`src/hw/rtl/ptss_pkg.sv`:
```
// Shared types and constants for the periodic task slot scheduler.
package ptss_pkg;

    localparam int unsigned NUM_SLOTS_DEF = 10;

    localparam int unsigned ACTION_W = 2;
    localparam int unsigned PERIOD_W = 16;
    localparam int unsigned MASK_W   = 10;
    localparam int unsigned STATUS_W = 2;
    localparam int unsigned INDEX_W  = 4;
    localparam int unsigned TICK_W   = 32;

    localparam logic [ACTION_W-1:0] ACT_ATTACH = 2'd0;
    localparam logic [ACTION_W-1:0] ACT_TICK   = 2'd1;
    localparam logic [ACTION_W-1:0] ACT_POLL   = 2'd2;

    localparam logic [STATUS_W-1:0] ST_OK   = 2'd0;
    localparam logic [STATUS_W-1:0] ST_FULL = 2'd1;
    localparam logic [STATUS_W-1:0] ST_ZERO = 2'd2;

    typedef enum logic [2:0] {
        S_IDLE,
        S_TICK_RD,
        S_TICK_LOAD,
        S_TICK_DIV,
        S_TICK_CHK,
        S_FINISH
    } state_t;

endpackage

```
`src/hw/rtl/ptss_ram.sv`:
```
// Generic single-write, single-read RAM with registered read data.
module ptss_ram #(
    parameter int unsigned WIDTH  = 16,
    parameter int unsigned DEPTH  = 10,
    parameter int unsigned ADDR_W = (DEPTH > 1) ? $clog2(DEPTH) : 1
) (
    input  logic              clk,
    input  logic              we,
    input  logic [ADDR_W-1:0] waddr,
    input  logic [WIDTH-1:0]  wdata,
    input  logic              re,
    input  logic [ADDR_W-1:0] raddr,
    output logic [WIDTH-1:0]  rdata
);

    logic [WIDTH-1:0] mem [DEPTH];

    always_ff @(posedge clk)
    begin
        if (we)
        begin
            mem[waddr] <= wdata;
        end
        if (re)
        begin
            rdata <= mem[raddr];
        end
    end

endmodule

```
`src/hw/rtl/periodic_task_slot_scheduler_core.sv`:
```
// Periodic task slot scheduler: slot table, tick counter and modulo sequencer.
//
// Keeps up to NUM_SLOTS periodic slots and a wrapping 32-bit tick count.
// Slot periods live in a small RAM; active flags live in flip-flops cleared
// by reset. Attach, poll and unused actions answer in the cycle after they
// are taken. A tick walks the attached slots one at a time: each slot reads
// its period from the RAM and runs a 32-step restoring remainder unit in the
// read, load, divide and check states; the finish state issues the result.
// One item is worked on at a time; a new item is taken in the same cycle as
// the previous result, and the input stalls while a result waits to be taken.
module periodic_task_slot_scheduler_core #(
    parameter int unsigned NUM_SLOTS = ptss_pkg::NUM_SLOTS_DEF
) (
    input  logic                            clk,
    input  logic                            rst_n,
    input  logic                            in_valid,
    output logic                            in_stall,
    input  logic [ptss_pkg::ACTION_W-1:0]   action,
    input  logic [ptss_pkg::PERIOD_W-1:0]   period,
    input  logic [ptss_pkg::MASK_W-1:0]     done_mask,
    output logic                            out_valid,
    input  logic                            out_stall,
    output logic [ptss_pkg::STATUS_W-1:0]   status,
    output logic [ptss_pkg::INDEX_W-1:0]    slot_index,
    output logic [ptss_pkg::MASK_W-1:0]     active_mask,
    output logic [ptss_pkg::TICK_W-1:0]     tick_value
);

    import ptss_pkg::*;

    localparam int unsigned CNT_W  = $clog2(NUM_SLOTS + 1);
    localparam int unsigned AW     = (NUM_SLOTS > 1) ? $clog2(NUM_SLOTS) : 1;
    localparam int unsigned STEP_W = $clog2(TICK_W);
    localparam logic [STEP_W-1:0] LAST_STEP = STEP_W'(TICK_W - 1);

    function automatic logic [MASK_W-1:0] mask_of(input logic [NUM_SLOTS-1:0] v);
        logic [31:0] e;
        e = 32'(v);
        return e[MASK_W-1:0];
    endfunction

    state_t                state_reg, state_next;
    logic [CNT_W-1:0]      slot_count_reg, slot_count_next;
    logic [TICK_W-1:0]     tick_count_reg, tick_count_next;
    logic [NUM_SLOTS-1:0]  active_reg, active_next;
    logic [CNT_W-1:0]      idx_reg, idx_next;
    logic [STEP_W-1:0]     step_reg, step_next;
    logic [PERIOD_W-1:0]   period_reg, period_next;
    logic [PERIOD_W-1:0]   rem_reg, rem_next;
    logic [TICK_W-1:0]     shift_reg, shift_next;

    logic                  out_valid_reg, out_valid_next;
    logic [STATUS_W-1:0]   status_reg, status_next;
    logic [INDEX_W-1:0]    slot_index_reg, slot_index_next;
    logic [MASK_W-1:0]     active_mask_reg, active_mask_next;
    logic [TICK_W-1:0]     tick_value_reg, tick_value_next;

    logic                  ram_we;
    logic                  ram_re;
    logic [PERIOD_W-1:0]   ram_rdata;

    logic                  in_fire;
    logic                  out_fire;
    logic [31:0]           cnt_ext;
    logic [31:0]           done_ext;
    logic [PERIOD_W:0]     trial;
    logic                  trial_ge;

    ptss_ram #(
        .WIDTH (PERIOD_W),
        .DEPTH (NUM_SLOTS),
        .ADDR_W(AW)
    ) u_period_ram (
        .clk  (clk),
        .we   (ram_we),
        .waddr(slot_count_reg[AW-1:0]),
        .wdata(period),
        .re   (ram_re),
        .raddr(idx_reg[AW-1:0]),
        .rdata(ram_rdata)
    );

    assign in_stall    = (state_reg != S_IDLE) || (out_valid_reg && out_stall);
    assign in_fire     = in_valid && !in_stall;
    assign out_fire    = out_valid_reg && !out_stall;
    assign out_valid   = out_valid_reg;
    assign status      = status_reg;
    assign slot_index  = slot_index_reg;
    assign active_mask = active_mask_reg;
    assign tick_value  = tick_value_reg;

    assign cnt_ext  = 32'(slot_count_reg);
    assign done_ext = 32'(done_mask);
    assign trial    = {rem_reg, shift_reg[TICK_W-1]};
    assign trial_ge = trial >= {1'b0, period_reg};

    always_comb
    begin
        state_next       = state_reg;
        slot_count_next  = slot_count_reg;
        tick_count_next  = tick_count_reg;
        active_next      = active_reg;
        idx_next         = idx_reg;
        step_next        = step_reg;
        period_next      = period_reg;
        rem_next         = rem_reg;
        shift_next       = shift_reg;
        out_valid_next   = out_valid_reg;
        status_next      = status_reg;
        slot_index_next  = slot_index_reg;
        active_mask_next = active_mask_reg;
        tick_value_next  = tick_value_reg;
        ram_we           = 1'b0;
        ram_re           = 1'b0;

        if (out_fire)
        begin
            out_valid_next = 1'b0;
        end

        case (state_reg)
            S_IDLE:
            begin
                if (in_fire)
                begin
                    status_next     = ST_OK;
                    slot_index_next = '0;
                    tick_value_next = tick_count_reg;
                    case (action)
                        ACT_ATTACH:
                        begin
                            if (slot_count_reg >= CNT_W'(NUM_SLOTS))
                            begin
                                status_next = ST_FULL;
                            end
                            else if (period == '0)
                            begin
                                status_next = ST_ZERO;
                            end
                            else
                            begin
                                ram_we                           = 1'b1;
                                active_next[slot_count_reg[AW-1:0]] = 1'b1;
                                slot_count_next                  = slot_count_reg + 1'b1;
                                slot_index_next                  = cnt_ext[INDEX_W-1:0];
                            end
                            active_mask_next = mask_of(active_next);
                            out_valid_next   = 1'b1;
                        end
                        ACT_TICK:
                        begin
                            tick_count_next = tick_count_reg + 1'b1;
                            idx_next        = '0;
                            if (slot_count_reg == '0)
                            begin
                                state_next = S_FINISH;
                            end
                            else
                            begin
                                state_next = S_TICK_RD;
                            end
                        end
                        ACT_POLL:
                        begin
                            active_mask_next = mask_of(active_reg);
                            active_next      = active_reg & ~done_ext[NUM_SLOTS-1:0];
                            out_valid_next   = 1'b1;
                        end
                        default:
                        begin
                            active_mask_next = mask_of(active_reg);
                            out_valid_next   = 1'b1;
                        end
                    endcase
                end
            end
            S_TICK_RD:
            begin
                ram_re     = 1'b1;
                state_next = S_TICK_LOAD;
            end
            S_TICK_LOAD:
            begin
                period_next = ram_rdata;
                rem_next    = '0;
                shift_next  = tick_count_reg;
                step_next   = '0;
                state_next  = S_TICK_DIV;
            end
            S_TICK_DIV:
            begin
                if (trial_ge)
                begin
                    rem_next = PERIOD_W'(trial - {1'b0, period_reg});
                end
                else
                begin
                    rem_next = trial[PERIOD_W-1:0];
                end
                shift_next = {shift_reg[TICK_W-2:0], 1'b0};
                step_next  = step_reg + 1'b1;
                if (step_reg == LAST_STEP)
                begin
                    state_next = S_TICK_CHK;
                end
            end
            S_TICK_CHK:
            begin
                if (rem_reg == '0)
                begin
                    active_next[idx_reg[AW-1:0]] = 1'b1;
                end
                if (idx_reg + 1'b1 == slot_count_reg)
                begin
                    state_next = S_FINISH;
                end
                else
                begin
                    idx_next   = idx_reg + 1'b1;
                    state_next = S_TICK_RD;
                end
            end
            S_FINISH:
            begin
                if (!out_valid_reg)
                begin
                    status_next      = ST_OK;
                    slot_index_next  = '0;
                    active_mask_next = mask_of(active_reg);
                    tick_value_next  = tick_count_reg;
                    out_valid_next   = 1'b1;
                    state_next       = S_IDLE;
                end
            end
            default:
            begin
                state_next = S_IDLE;
            end
        endcase
    end

    always_ff @(posedge clk or negedge rst_n)
    begin
        if (!rst_n)
        begin
            state_reg      <= S_IDLE;
            slot_count_reg <= '0;
            tick_count_reg <= '0;
            active_reg     <= '0;
            idx_reg        <= '0;
            step_reg       <= '0;
            out_valid_reg  <= 1'b0;
        end
        else
        begin
            state_reg      <= state_next;
            slot_count_reg <= slot_count_next;
            tick_count_reg <= tick_count_next;
            active_reg     <= active_next;
            idx_reg        <= idx_next;
            step_reg       <= step_next;
            out_valid_reg  <= out_valid_next;
        end
    end

    always_ff @(posedge clk)
    begin
        period_reg      <= period_next;
        rem_reg         <= rem_next;
        shift_reg       <= shift_next;
        status_reg      <= status_next;
        slot_index_reg  <= slot_index_next;
        active_mask_reg <= active_mask_next;
        tick_value_reg  <= tick_value_next;
    end

endmodule
```
`config.mk`:
```
export PLATFORM = sky130hd
export DESIGN_NAME = periodic_task_slot_scheduler_core
export DESIGN_NICKNAME = d
export VERILOG_FILES = /design/src/hw/rtl/ptss_pkg.sv /design/src/hw/rtl/ptss_ram.sv /design/src/hw/rtl/periodic_task_slot_scheduler_core.sv
export SDC_FILE = /design/constraint.sdc
export NUM_CORES = 1
export LEC_CHECK = 0
export ABC_AREA = 1
export BUFFER_PORTS_ARGS = -buffer_cell sky130_fd_sc_hd__buf_4
export CORE_MARGIN = 10
export CORE_UTILIZATION = 56
export DETAILED_ROUTE_END_ITERATION = 7
export GPL_TIMING_DRIVEN = 1
export PLACE_DENSITY_LB_ADDON = 0.2
export SYNTH_ARGS = -nofsm -noshare
export SYNTH_HDL_FRONTEND = slang
export SYNTH_HIERARCHICAL = 1
export SYNTH_SLANG_ARGS = --single-unit
```
`constraint.sdc`:
```
create_clock -name clk -period 4.1 [get_ports clk]
set_input_delay 0.82 -clock clk [delete_from_list [all_inputs] [get_ports clk]]
set_output_delay 0.82 -clock clk [all_outputs]
set_load 0.005 [all_outputs]
```
==> qor.txt, run 1 <==
number of synthesized flops with an enable pin: 288
GR Overflow Total: 0
Die Width: 190.8 um
Worst R2R Start: slot_count_reg[0]$_DFFE_PN0P_
syn_nets: 1742
Yosys warnings: 6
async set or reset register ratio after synthesis: 17.00%
maximum vdd drop: 0.3536 mV
vias in the first global route: 11240
Worst-path clk slew: 0.06 ns
Hold Path Class: input port to async pin
CP required: 4.28 ns
Post-Syn Instances: 1682
Worst Setup Start Kind: register
clk_skew: 0.02044 ns
antenna-violating nets left: 0
Die Footprint: 0.03640 sq mm
end of the critical path: u_period_ram/mem[5][12]$_DFFE_PP_
Core Rows: 62
drt drc: 0
H-Tree Level Count: 2
input/output buffers: 81
most common library cell in the layout ignoring fill and taps: nand2_1
CP max-delay cell: dfrtp_1
worst reg2reg setup slack: 1.46 ns
dpl cells: 2121
Worst Setup SP: slot_count_reg[0]$_DFFE_PN0P_
post-CTS sizing: 0
Slew HR: 43.78%
Clock Sinks: 347
final cycle utilization of the critical path: 64.48%
Final Non-Filler Cells: 2183
fin util: 64.03%
GPL Wtd Cong: 0.8939
most frequent cells in the layout: nand2_1, edfxtp_1, inv_1, nor2_1, nand3_1
Crit Path Category: register to register
library cells used by synthesis: 46
n_diodes: 0
Setup-failing EPs final: 0
CP max FO: 16
via-per-instance ratio: 5.260
DR WL/cell: 16.19 um
CP delay by family, top: buffers and inverters
CTS Buffer Depth: 3
gr usage total: 19.55%
CTS root buffer: clkbuf_16
dpl hpwl: 23.14 mm
crit path time final: 2.644 ns
Yosys reg bits: 347
WP data arrival: 2.82 ns
CTS tree: built
number of CTS-inserted buffers: 35
met2 global-route usage: 33.23%
unrepaired setup endpoints after global routing: false
Biggest register: u_period_ram/mem
antenna violations before repair: 0
max reg flops: 160
# IOs: 82
crit path buf inv count: 6
share of cells above drive strength 1: 10.34%
Starting Density: 56.76%
Clock Latency Late Sink: 0.52 ns
Final Max Tran Viols: 0
Initial DRC Count: 1000
MaxCap Viol Count: 0
Avg Synthesized Cell Area: 9.711 sq um
met3 Use GR: 3.475%
FMAX: 378.2 MHz
# nets final: 1834
most frequent CP cell: inv_1
Critical Path Sink Type: register
Netlist Area Pre-Place: 0.01633 sq mm
pwr dens: 376.5 mW/mm^2
first-pass GRT wire length: 57.77 mm
met1 Use GR: 25.27%
actual slew at the worst max-slew pin: 0.8433 ns
grt peak-use layer: met2
Total Wirelength: 35.35 mm
final hold vios: 0
LEAKAGE: 8.239 nW
Area Overhead vs Synth: 12.82%
via count: 11480
pin count of the biggest net entering global routing: 81
post-synthesis sequential area ratio: 61.98%
Place WS: 1.152 ns
Sum Neg Setup Slack: 0 ns
Pre-antenna DRT Iters: 5
CP max stage delay: 0.48 ns
CP Cell Sequence: inv_1, ha_1, inv_1, a31oi_1, inv_1, nand2_1, inv_1, nand2_1, inv_1, nand3_1, nor2_1, buf_4
Core ar.: 0.02878 sq mm
Hold Buf Count CTS: 0
die extent in y: 190.8 um
worst r2r dst: u_period_ram/mem[5][12]$_DFFE_PP_
worst reg2reg path depth: 12
status: complete, no violations
top_reg_cell synth: edfxtp_1
post-CTS setup buffer count: 0
final setup margin: 1.456 ns
WP depth: 12
## area by class of cell
class	instances	area (sq um)
Clock buffer	46	968.4
Clock inverter	16	140.1
Fill cell	2267	10350
Inverter	251	947.2
Multi-Input combinational cell	1035	4985
Sequential cell	347	10130
Tap cell	384	480.5
Timing Repair Buffer	104	780.7
## where the power goes
group,internal (mW),leakage [nW],switching (mW)
logic,0.0227,4.45,0.0454
clock network,1.79,0.542,1.28
registers,3.80,3.25,0.0000000000000000583
## per-layer routing
metal | share of wire, % | wire length [um] | vias to the layer above
li1 | - | - | 5665
met1 | 43 | 15190 | 5438
met2 | 49 | 17350 | 326
met5 | 0 | 0 | -
met4 | 1.7 | 584 | 0
met3 | 6.3 | 2222 | 53
## worst min-delay path by stage
stage                                startpoint                             end  slack, ns
3_5_place_dp    u_period_ram/rdata[0]$_DFFE_PP_         period_reg[0]$_DFFE_PP_       0.40
6_report                                  rst_n  tick_count_reg[21]$_DFFE_PN0P_       0.40
3_3_place_gp   u_period_ram/rdata[11]$_DFFE_PP_        period_reg[11]$_DFFE_PP_       0.40
2_1_floorplan   u_period_ram/rdata[0]$_DFFE_PP_         period_reg[0]$_DFFE_PP_       0.40
5_1_grt        u_period_ram/rdata[14]$_DFFE_PP_        period_reg[14]$_DFFE_PP_       0.42
4_1_cts                                   rst_n  tick_count_reg[21]$_DFFE_PN0P_       0.41
## worst reg2reg max path, cell delays in order (launching register included)
cell and delay (ns):
dfrtp_1 0.48, inv_1 0.17, ha_1 0.23, inv_1 0.10, a31oi_1 0.12, inv_1 0.14, nand2_1 0.08, inv_1 0.09
nand2_1 0.11, inv_1 0.17, nand3_1 0.16, nor2_1 0.13, buf_4 0.32
## synth_stat cells (2+ instances only)
cell	count	area share, %
nand2_1	457	11
edfxtp_1	288	53
inv_1	241	5.5
nor2_1	172	4.0
nand3_1	148	4.5
o21ai_0	70	2.1
dfrtp_1	59	9.0
xor2_1	34	1.8
a21oi_1	27	0.83
ha_1	27	2.1
buf_2	21	0.64
nor3_1	21	0.64
clkbuf_1	12	0.28
nand4_1	11	0.42
buf_6	9	0.62
inv_2	9	0.21
o21a_1	8	0.37
o21bai_1	8	0.37
a21o_1	7	0.32
a31oi_1	6	0.23
buf_4	5	0.23
o21ai_1	4	0.12
xnor2_1	4	0.21
nand2_2	3	0.11
nor2_2	3	0.11
nor2_4	3	0.21
a21boi_1	2	0.092
a22o_1	2	0.11
buf_1	2	0.046
nand3b_1	2	0.092
or2_2	2	0.077
## cells by family (layout without fill, tap and decap cells)
logic type | Yosys count | in the layout | share of synthesized area, %
and+or+nand+nor | 831 | 831 | 21.32
DFF | 347 | 347 | 61.98
buffers and inverters | 300 | 417 | 7.614
AOI/OAI and AO/OA | 138 | 138 | 4.856
xor gates and xnor gates | 38 | 38 | 2.038
adders and majority gates | 28 | 28 | 2.191
## metrics by stage
stage,total power [mW],hold WS [ns],instance area (sq um)
final,6.937,0.3962,18430
after global routing,7.157,0.4197,18430
after CTS,7.001,0.4101,18430
after detailed placement,3.940,0.4045,17320
after global placement,3.938,0.4022,17320
after floorplan,3.881,0.4003,16340
Note: power is estimated with default switching activity, not from simulation.
==> run 2, diff against run 1 <==
CORE_UTILIZATION = 60   (was 56)
clock period = 2.6 ns   (was 4.1 ns; I/O delays follow)
==> qor.txt, run 2 (synthesized netlist as in run 1, its figures left out) <==
n_diodes: 0 (unchanged)
share of cells above drive strength 1: 11.35% (+1.0 points)
vias in the first global route: 11120 (-1.1%)
met1 Use GR: 26.91% (+1.6 points)
fin util: 68.92% (+4.9 points)
post-CTS sizing: 0 (unchanged)
Final Non-Filler Cells: 2156 (-1.2%)
grt peak-use layer: met2
met3 Use GR: 3.135% (-0.34 points)
CP Cell Sequence: inv_2, nand2_4, nor2_8, nand3_4, nor3_1, nand2_1, inv_1, nand3_1, nor2_1, buf_4
clk_skew: 0.01863 ns (-0.001815 ns)
Initial DRC Count: 1019 (+1.9%)
register area: 0.01013 sq mm (unchanged)
CP max stage delay: 0.42 ns (-0.06 ns)
gr usage total: 20.68% (+1.1 points)
CP max FO: 16 (unchanged)
maximum vdd drop: 0.6101 mV (+73%)
GPL Wtd Cong: 0.9127 (+2.1%)
final hold vios: 0 (unchanged)
met2 global-route usage: 35.30% (+2.1 points)
Sum Neg Setup Slack: 0 ns (unchanged)
Clock Latency Late Sink: 0.52 ns (about the same)
CP delay by family, top: simple AND/OR/NAND/NOR gates
Area Overhead vs Synth: 13.40%
MaxCap Viol Count: 0 (unchanged)
Hold Path Class: input port to async pin
Starting Density: 60.78% (+4.0 points)
Worst Setup Start Kind: register
CTS Buffer Depth: 3 (unchanged)
Setup-failing EPs final: 0 (unchanged)
WP data arrival: 2.64 ns (-0.18 ns)
drt drc: 0 (unchanged)
pin count of the biggest net entering global routing: 81 (unchanged)
Biggest register: u_period_ram/mem
dpl cells: 2093 (-1.3%)
crit path buf inv count: 3 (-3)
die extent in y: 185.0 um (-3.0%)
Hold Buf Count CTS: 0 (unchanged)
Place WS: 0.1835 ns (-0.9683 ns)
first-pass GRT wire length: 57.07 mm (-1.2%)
Filler Cell Count: 2067 (-8.8%)
antenna-violating nets left: 0 (unchanged)
CTS tree: built
most frequent cells in the layout: nand2_1, edfxtp_1, inv_1, nor2_1, nand3_1
total power: 10.78 mW (+55%)
CP required: 2.79 ns (-1.49 ns)
# IOs: 82 (unchanged)
Critical Path Sink Type: register
final cycle utilization of the critical path: 94.07% (+30 points)
FMAX: 408.8 MHz (+8.1%)
CP max-delay cell: dfrtp_1
max reg flops: 160 (unchanged)
Die Footprint: 0.03422 sq mm (-6.0%)
LEAKAGE: 8.318 nW (+0.96%)
post-CTS setup buffer count: 0 (unchanged)
most common library cell in the layout ignoring fill and taps: nand2_1
antenna violations before repair: 1 (+1)
unrepaired setup endpoints after global routing: false
Core ar.: 0.02688 sq mm (-6.6%)
via-per-instance ratio: 5.366 (+2.0%)
GR Overflow Total: 0 (unchanged)
CTS root buffer: clkbuf_16
via count: 11570 (+0.76%)
actual slew at the worst max-slew pin: 0.7892 ns (-0.05415 ns)
Pre-antenna DRT Iters: 5 (unchanged)
final setup margin: 0.1541 ns (-1.302 ns)
Crit Path Category: register to register
DR WL/cell: 16.41 um (+1.3%)
Clock Sinks: 347 (unchanged)
Total Wirelength: 35.38 mm (about the same)
status: complete, no violations
# nets final: 1849 (+0.82%)
H-Tree Level Count: 2 (unchanged)
Final Max Tran Viols: 0 (unchanged)
input/output buffers: 81 (unchanged)
Worst-path clk slew: 0.06 ns (about the same)
pwr dens: 581.7 mW/mm^2 (+55%)
crit path time final: 2.446 ns (-0.1980 ns)
Slew HR: 47.39% (+3.6 points)
dpl hpwl: 23.87 mm (+3.1%)
Die Width: 185.0 um (-3.0%)
area of the multi-input gates: 0.004987 sq mm (about the same)
number of CTS-inserted buffers: 35 (unchanged)
Core Rows: 60 (-3.2%)
-- run 2: cell types whose count changed in the layout (fill, tap and decap cells not counted), sizes merged --
cell	previous run	this run
buf	104	119
clkinv	12	17
clkbuf	46	42
inv	252	254
bufinv	2	0
-- run 2: worst paths after layout --
check                                                    to                              from  cells after the start  slack (ns)
min                          tick_count_reg[20]$_DFFE_PN0P_                             rst_n                      1        0.07
min reg2reg                        period_reg[11]$_DFFE_PP_  u_period_ram/rdata[11]$_DFFE_PP_                      0        0.41
max in group asynchronous            idx_reg[0]$_DFFE_PN0P_                             rst_n                      1        1.94
min in group clk           u_period_ram/mem[1][3]$_DFFE_PP_                         period[3]                      1        0.25
max reg2reg                u_period_ram/mem[1][0]$_DFFE_PP_          state_reg[0]$_DFFE_PN0P_                     10        0.15
max                        u_period_ram/mem[1][0]$_DFFE_PP_          state_reg[0]$_DFFE_PN0P_                     10        0.15
-- run 2: layer usage --
| layer | part of all wire [%] | wire length (um) |
|---|---|---|
| met1 | 43 | 15060 |
| met2 | 49 | 17450 |
| met3 | 5.9 | 2101 |
| met4 | 2.1 | 750 |
| met5 | 0.037 | 13 |
-- run 2: area by class of cell --
| type | count | area share, % |
|---|---|---|
| clock inverter | 21 | 0.6754 |
| timing repair buffer | 119 | 5.228 |
| clock buffer | 42 | 5.093 |
| inverter | 251 | 5.113 |
| multi-input combinational | 1035 | 26.92 |
| sequential | 347 | 54.66 |
| tap | 341 | 2.303 |
-- run 2: metrics by stage --
| step | cell area [sq um] | hold slack (ns) |
|---|---|---|
| after floorplan | 16360 | 0.2244 |
| after global placement | 17460 | 0.4012 |
| after detailed placement | 17460 | 0.4054 |
| after CTS | 18520 | 0.09909 |
| after global routing | 18520 | 0.1391 |
| final | 18520 | 0.07389 |
-- run 2: power breakdown --
| group | switching [mW] | internal, mW |
|---|---|---|
| logic | 0.0751 | 0.0397 |
| registers | 0.0000000000000000674 | 5.99 |
| clock network | 2.06 | 2.61 |
==> run 3, diff against run 2 <==
CORE_UTILIZATION = 30   (was 60)
HOLD_SLACK_MARGIN = 0.08   (was not set)
==> qor.txt, run 3 (synthesized netlist as in run 1, its figures left out) <==
status: complete, no violations
Area Overhead vs Synth: 18.17%
worst reg2reg setup slack: 0.17 ns (about the same)
final cycle utilization of the critical path: 93.61% (-0.46 points)
pwr dens: 600.0 mW/mm^2 (+3.1%)
n_diodes: 0 (unchanged)
Worst R2R Start: slot_count_reg[1]$_DFFE_PN0P_
die extent in y: 253.3 um (+37%)
drt drc: 0 (unchanged)
GPL Wtd Cong: 0.8396 (-8.0%)
number of CTS-inserted buffers: 40 (+14%)
Critical Path Sink Type: register
Crit Path Category: register to register
Clock Sinks: 347 (unchanged)
FMAX: 410.9 MHz (+0.49%)
Clock Latency Late Sink: 0.57 ns (+0.05 ns)
clk_skew: 0.01775 ns (-0.0008803 ns)
# IOs: 82 (unchanged)
share of cells above drive strength 1: 12.39% (+1.0 points)
WP data arrival: 2.71 ns (+0.07 ns)
input/output buffers: 81 (unchanged)
via-per-instance ratio: 4.530 (-16%)
Core ar.: 0.05392 sq mm (+100%)
Biggest register: u_period_ram/mem
Slew HR: 48.11% (+0.72 points)
Worst Setup Start Kind: register
Sum Neg Setup Slack: 0 ns (unchanged)
crit path time final: 2.434 ns (-0.01197 ns)
CP required: 2.88 ns (+0.09 ns)
dpl hpwl: 27.57 mm (+16%)
Hold Path Class: input port to register
CTS root buffer: clkbuf_16
most frequent CP cell: inv_1
area of the multi-input gates: 0.005005 sq mm (+0.35%)
H-Tree Level Count: 2 (unchanged)
final setup margin: 0.1661 ns (+0.01197 ns)
max reg flops: 160 (unchanged)
dpl cells: 2461 (+18%)
CP max FO: 16 (unchanged)
Final Non-Filler Cells: 2536 (+18%)
Place WS: -0.02779 ns (-0.2112 ns)
gr usage total: 12.49% (-8.2 points)
most common library cell in the layout ignoring fill and taps: nand2_1
Total Wirelength: 40.08 mm (+13%)
actual slew at the worst max-slew pin: 0.7772 ns (-0.01192 ns)
via count: 11490 (-0.70%)
pin count of the biggest net entering global routing: 81 (unchanged)
CTS tree: built
Initial DRC Count: 806 (-21%)
Die Footprint: 0.06418 sq mm (+88%)
Pre-antenna DRT Iters: 5 (unchanged)
DR WL/cell: 15.80 um (-3.7%)
final hold vios: 0 (unchanged)
Starting Density: 30.29% (-30 points)
maximum vdd drop: 0.4847 mV (-21%)
CP max-delay cell: dfrtp_1
GR Overflow Total: 0 (unchanged)
antenna-violating nets left: 0 (unchanged)
post-CTS setup buffer count: 0 (unchanged)
worst reg2reg path depth: 11 (+1)
fin util: 35.80% (-33 points)
worst r2r dst: u_period_ram/mem[5][9]$_DFFE_PP_
unrepaired setup endpoints after global routing: true
register area: 0.01013 sq mm (unchanged)
Setup-failing EPs final: 0 (unchanged)
most frequent cells in the layout: nand2_1, edfxtp_1, inv_1, nor2_1, nand3_1
CP Cell Sequence: ha_1, inv_1, a31oi_1, inv_1, nand2_1, inv_1, nand2_1, inv_1, nand3_1, nor2_1, buf_12
antenna violations before repair: 1 (unchanged)
CTS Buffer Depth: 3 (unchanged)
Filler Cell Count: 5402 (+160%)
Hold Path Sink: u_period_ram/mem[7][5]$_DFFE_PP_
Hold Crit Depth: 1
Final Max Tran Viols: 0 (unchanged)
MaxCap Viol Count: 0 (unchanged)
LEAKAGE: 8.484 nW (+2.0%)
CP max stage delay: 0.47 ns (+0.05 ns)
vias in the first global route: 11260 (+1.3%)
HP Start: period[5]
Worst-path clk slew: 0.06 ns (about the same)
first-pass GRT wire length: 63.56 mm (+11%)
Core Rows: 85 (+42%)
Die Width: 253.3 um (+37%)
# nets final: 1868 (+1.0%)
-- run 3: how the worst max path moves through the flow --
stage / depth (start not counted) / from / end / slack (ns)
4_1_cts: 10 / state_reg[0]$_DFFE_PN0P_ / u_period_ram/mem[3][11]$_DFFE_PP_ / 0.06
2_1_floorplan: 11 / slot_count_reg[0]$_DFFE_PN0P_ / u_period_ram/mem[0][0]$_DFFE_PP_ / 0.02
3_3_place_gp: 12 / period[11] / u_period_ram/mem[3][11]$_DFFE_PP_ / 0.01
3_5_place_dp: 12 / period[9] / u_period_ram/mem[3][11]$_DFFE_PP_ / -0.03
6_report: 11 / slot_count_reg[1]$_DFFE_PN0P_ / u_period_ram/mem[5][9]$_DFFE_PP_ / 0.17
5_1_grt: 11 / slot_count_reg[1]$_DFFE_PN0P_ / u_period_ram/mem[5][2]$_DFFE_PP_ / -0.03
-- run 3: power by group --
part	internal (mW)	switching [mW]
combinational	0.0456	0.0840
clock	3.14	2.33
sequential	5.99	0.000000000000000101
total	9.17	2.41
-- run 3: metal layers --
| metal | vias up | track usage (%) | share of wire [%] |
|---|---|---|---|
| li1 | 5733 | - | - |
| met1 | 5493 | 15.83 | 45 |
| met2 | 227 | 21.21 | 49 |
| met3 | 35 | 2.409 | 4.4 |
| met4 | 0 | 3.648 | 1.7 |
| met5 | - | 0 | 0 |
-- run 3: timing repair --
| action | 4_1_cts | 5_1_grt |
|---|---|---|
| hold buffers | 1 | 0 |
| hold endpoints to repair | 32 | 0 |
| endpoints found under the setup margin | 0 | 57 |
| resized for setup | 0 | 7 |
-- run 3: metrics by stage --
step	hold slack [ns]	cell area (sq um)	power (mW)
2_1_floorplan	0.2244	16360	6.119
3_3_place_gp	0.4035	18000	6.237
3_5_place_dp	0.4052	18000	6.238
4_1_cts	0.1868	19280	11.77
5_1_grt	0.2112	19300	12.03
6_report	0.2196	19300	11.58
-- run 3: critical path, delay by kind of cell (launching register included) --
kind,cells,cell delay (ns)
DFF,1,0.47
and+or+nand+nor,4,0.59
buffers and inverters,5,0.74
AOI/OAI and AO/OA,1,0.11
adders and majority gates,1,0.23
-- run 3: cell type report --
type	instances	share of cell area [%]
clock inverters	17	1.011
inverters	251	4.907
flip-flops and latches	347	52.46
clock buffers	57	5.568
multi-input cells	1035	25.93
repair buffers	133	5.614
well taps	696	4.512
